**config.mk**
```make
export PLATFORM = sky130hd
export DESIGN_NAME = arf_rem
export DESIGN_NICKNAME = d
export VERILOG_FILES = /design/src/hdl/arf_pkg.sv /design/src/hdl/arf_rem.sv
export SDC_FILE = /design/constraint.sdc
export NUM_CORES = 1
export LEC_CHECK = 0
export BUFFER_PORTS_ARGS = -buffer_cell sky130_fd_sc_hd__buf_2
export CAP_MARGIN = 20
export CORE_UTILIZATION = 59
export CTS_CLUSTER_DIAMETER = 100
export DETAILED_ROUTE_END_ITERATION = 8
export PLACE_DENSITY = 0.91
export SYNTH_ARGS = -nofsm -noshare
export SYNTH_HDL_FRONTEND = slang
export SYNTH_SLANG_ARGS = --single-unit
```
**constraint.sdc**
```tcl
create_clock -name clk -period 4.7 [get_ports clk]
set_clock_uncertainty 0.15 [all_clocks]
set_input_delay 0.235 -clock clk [delete_from_list [all_inputs] [get_ports clk]]
set_output_delay 0.235 -clock clk [all_outputs]
set_load 0.02 [all_outputs]
```
**src/hdl/arf_pkg.sv**
```systemverilog
// Package with the shared widths, codes and types of the audio ring FIFO.
`timescale 1ns / 1ps
package arf_pkg;

    localparam int RING_DEPTH_DEF = 32768;

    localparam int OP_W       = 2;
    localparam int LEN_W      = 16;
    localparam int BYTE_W     = 8;
    localparam int FRAME_W    = 6;
    localparam int CNT_W      = 32;
    localparam int PLAY_W     = 48;
    localparam int FILL_W     = 16;
    localparam int CMP_W      = LEN_W + 1;
    localparam int CFG_IDX_W  = 2;
    localparam int CFG_DATA_W = 16;

    localparam int IN_DATA_W  = 24;
    localparam int IN_USER_W  = 2;
    localparam int OUT_DATA_W = 152;
    localparam int OUT_USER_W = 2;

    localparam logic [LEN_W-1:0]   CAP_RESET   = 16'd4096;
    localparam logic [FRAME_W-1:0] FRAME_RESET = 6'd4;

    typedef enum logic [OP_W-1:0] {
        OP_SUB_HDR  = 2'd0,
        OP_SUB_BYTE = 2'd1,
        OP_PULL_HDR = 2'd2,
        OP_PULL_BYTE = 2'd3
    } op_t;

    typedef enum logic [CFG_IDX_W-1:0] {
        REG_CAPACITY = 2'd0,
        REG_FRAME    = 2'd1,
        REG_ENABLED  = 2'd2
    } reg_idx_t;

    typedef struct packed {
        logic               done;
        logic [FRAME_W-1:0] rem;
    } div_stat_t;

endpackage

```
**src/hdl/arf_rem.sv**
```systemverilog
// Bit-serial remainder unit that divides a byte count by the frame size.
`timescale 1ns / 1ps
module arf_rem (
    input  logic                         clk,
    input  logic                         rst_n,
    input  logic                         start,
    input  logic [arf_pkg::LEN_W-1:0]    dividend,
    input  logic [arf_pkg::FRAME_W-1:0]  divisor,
    output arf_pkg::div_stat_t           stat
);
    import arf_pkg::*;

    localparam int STEP_W = $clog2(LEN_W + 1);

    logic                busy_reg, busy_next;
    logic                done_reg, done_next;
    logic [STEP_W-1:0]   step_reg, step_next;
    logic [LEN_W-1:0]    num_reg, num_next;
    logic [FRAME_W-1:0]  div_reg, div_next;
    logic [FRAME_W-1:0]  rem_reg, rem_next;
    logic [FRAME_W:0]    trial;

    always_comb
    begin
        busy_next = busy_reg;
        done_next = done_reg;
        step_next = step_reg;
        num_next  = num_reg;
        div_next  = div_reg;
        rem_next  = rem_reg;
        trial     = {rem_reg, num_reg[LEN_W-1]};
        if (start)
        begin
            busy_next = 1'b1;
            done_next = 1'b0;
            step_next = STEP_W'(LEN_W);
            num_next  = dividend;
            div_next  = divisor;
            rem_next  = '0;
        end
        else if (busy_reg)
        begin
            if (trial >= {1'b0, div_reg})
            begin
                rem_next = FRAME_W'(trial - {1'b0, div_reg});
            end
            else
            begin
                rem_next = trial[FRAME_W-1:0];
            end
            num_next  = {num_reg[LEN_W-2:0], 1'b0};
            step_next = step_reg - 1'b1;
            if (step_reg == STEP_W'(1))
            begin
                busy_next = 1'b0;
                done_next = 1'b1;
            end
        end
    end

    always_ff @(posedge clk or negedge rst_n)
    begin
        if (!rst_n)
        begin
            busy_reg <= 1'b0;
            done_reg <= 1'b0;
            step_reg <= '0;
            num_reg  <= '0;
            div_reg  <= '0;
            rem_reg  <= '0;
        end
        else
        begin
            busy_reg <= busy_next;
            done_reg <= done_next;
            step_reg <= step_next;
            num_reg  <= num_next;
            div_reg  <= div_next;
            rem_reg  <= rem_next;
        end
    end

    assign stat.done = done_reg;
    assign stat.rem  = rem_reg;

endmodule

```
==> flow_summary.toml <==
[run_status]
status = "finished, final reports clean"

[yosys]
synth-seq-cells = 35
ys_warn_count = 0
synthSimpleGateAreaFrac = 0.1485
synth_largest_area_cell = "dfrtp_1"
netlist_area_um2 = 1871
synth.top_cell.area_share = 0.4682
async_flop_share = 1.000
seq_area_frac_synth = 0.4682
synthMuxAreaShare = 0.08629
synth-compound-area-share = 0.1525
syn_nets = 222
ys.flop_type = "dfrtp_1"
netlist_instances = 188
avgSynthCellArea_um2 = 9.950
synth_top_family_by_area = "compound AO/OA/AOI/OAI gates"
ys_types = 38
synth_edf_count = 0
netlist_top_cells_area = "dfrtp_1 (47%), mux2i_1 (8.0%), nand2_1 (5.8%), o21ai_0 (5.6%), ha_1 (5.4%)"
synth-xor-area-share = 0.03278
synth_adder_area_share = 0.06421

[floorplan]
dieArea_um2 = 3399
start_util = 0.6178
pin_count = 32
coreArea_um2 = 3028
dieWidth_um = 58.31
die_height_um = 58.31
num_rows = 20

[clock_network]
cts-root-buf = "clkbuf_4"
cts_htree_levels = 2
clock_sinks = 35
postCtsSetupBuffers = 0
cts_made_buffers = 5
cts_buffer_depth = 2
clkTransAtPathRegs_ns = 0.10
cts_tree = "done"
clk_latency_ns = 0.34

[route]
vias = 1513
drt_pass1_iterations = 4
wl_per_cell_um = 13.87
postRouteAntennaNets = 0
drc = 0
routed_wl_um = 3940
drtIter0Drc = 76
routed_via_density = 5.327

[worst_setup_path]
start_kind = "register"
r2r_slack_ns = 2.59
reg2reg_to = "rem_reg[1]"
slowest_stage = "dfrtp_1"
critPathCapture = "rem_reg[1]"
r2r_cells = 6
crit_start = "rem_reg[0]"
worstPathArrival_ns = 2.21
path_max_fanout = 5
cp.required_ns = 4.80
rr_startpoint = "rem_reg[0]"
critical_path_class = "reg2reg"
max_stage_delay_ns = 0.46
crit_path_end_kind = "register"
crit_chain = "ha_1, nor2b_1, o21ai_2, a41o_1, nand2_1, a311oi_1"

[place]
dpl.hpwl_um = 2391
routabilityCongestion = 0.9299
io_buffers = 31
dpl-instance-area_um2 = 2041

[timing]
finalSetupViolCount = 0
fin_setup_tns_ns = 0
whs_ns = 0.3228
slew_violations = 0
worstMarginPinSlew_ns = 0.8224
hold_violations = 0
grt_setup_unrepaired = "no"
max_freq_mhz = 474.2
period_minus_slack_ns = 2.109
maxSlewHeadroom = 0.4518
finalCritPeriodShare = 0.4487

[final_layout]
regArea_um2 = 875.8
finalInstanceArea_um2 = 2321
n_antenna_cell = 0
nets = 273
final_util = 0.7665
multiInputGateArea_um2 = 905.9
area_growth_pct = 24.08
drive_above_1_share = 0.1875
largest_reg_flops = 16
fillerInstances = 197

[grt]
gr-total-overflow = 0
grt_pass1_wl_um = 6403
antenna_found_initial = 0
grt_max_degree = 57
track_usage = 0.2593
grt_pass1_vias = 1406

[power]
powerDensity_nw_per_um2 = 450.5
ir_worst_vdd_mv = 0.2440
power_mw = 1.046
leakage_nw = 1.203

[job]
maxCapViolations = 0

[hold_path]
hold_class = "in2async"
==> stage by stage <==
stage	cells	setup slack (ns)
after CTS	284	2.594
final	284	2.591
after detailed placement	253	2.602
after floorplan	188	2.675
after global placement	253	2.666
after global routing	284	2.430
==> worst max-delay path, delay by kind of cell (launching register included) <==
family | cells | cell delay, ns
simple gates | 2 | 0.25
compound gates | 3 | 0.80
fa+ha+maj | 1 | 0.37
flops | 1 | 0.46
==> what timing repair did <==
| action | in CTS | in global routing |
|---|---|---|
| gates resized for setup | 0 | 0 |
| endpoints found under the hold margin | 57 | 0 |
| hold buffers | 23 | 0 |
==> placed cells by master (no fill, tap or decap), types with 2 or more instances in the layout <==
master | netlist | final
nor3_1 | 2 | 2
inv_1 | 11 | 11
clkbuf_4 | 0 | 5
or3_1 | 2 | 2
o21ai_0 | 21 | 21
dlygate4sd3_1 | 0 | 23
buf_2 | 2 | 31
nand2b_1 | 2 | 2
dfrtp_1 | 35 | 35
xor2_1 | 2 | 2
mux2i_1 | 15 | 15
a21o_1 | 3 | 3
a311oi_1 | 3 | 3
nand2_1 | 29 | 29
nor2_1 | 14 | 14
a21oi_1 | 3 | 3
ha_1 | 8 | 8
a31oi_1 | 3 | 3
clkbuf_1 | 8 | 2
xnor2_1 | 5 | 5
==> cell usage after synthesis (5+ instances only) <==
library cell,instances
mux2i_1,15
o21ai_0,21
inv_1,11
xnor2_1,5
nand2_1,29
nor2_1,14
ha_1,8
clkbuf_1,8
dfrtp_1,35
==> per-layer routing <==
layer	GRT usage	vias up	share of wire
met4	0.1122	0	0.025
met5	0	-	0
met2	0.4466	33	0.52
li1	-	754	-
met1	0.3031	715	0.42
met3	0.07473	11	0.040
==> worst min-delay path by stage <==
| stage | start | end | slack, ns | cells past startpoint |
|---|---|---|---|---|
| floorplan | rst_n | busy_reg | -0.21 | 0 |
| detailed placement | rst_n | div_reg[1] | 0.19 | 1 |
| global route | start | div_reg[2] | 0.39 | 3 |
| global placement | rst_n | div_reg[1] | 0.19 | 1 |
| CTS | start | div_reg[3] | 0.34 | 3 |
| finish | rst_n | div_reg[1] | 0.32 | 2 |
==> cell families after synthesis <==
kind of cell,Yosys count
AOI/OAI and AO/OA,41
xor gates and xnor gates,7
adders and majority gates,9
buffers and inverters,22
DFF,35
muxes,16
and+or+nand+nor,58
==> power by group <==
part | internal [mW] | switching (mW) | total, mW
Combinational | 0.216 | 0.255 | 0.471
Sequential | 0.359 | 0.0599 | 0.419
Clock | 0.0582 | 0.0967 | 0.155
Total | 0.634 | 0.412 | 1.05
==> cell type report <==
class / count / area share
inverters: 11 / 0.01779
clock inverters: 1 / 0.002156
repair buffers: 55 / 0.1693
well taps: 44 / 0.02372
flip-flops and latches: 35 / 0.3774
clock buffers: 7 / 0.01941
multi-input cells: 131 / 0.3903
No activity file was read; power rests on OpenSTA's default activity.
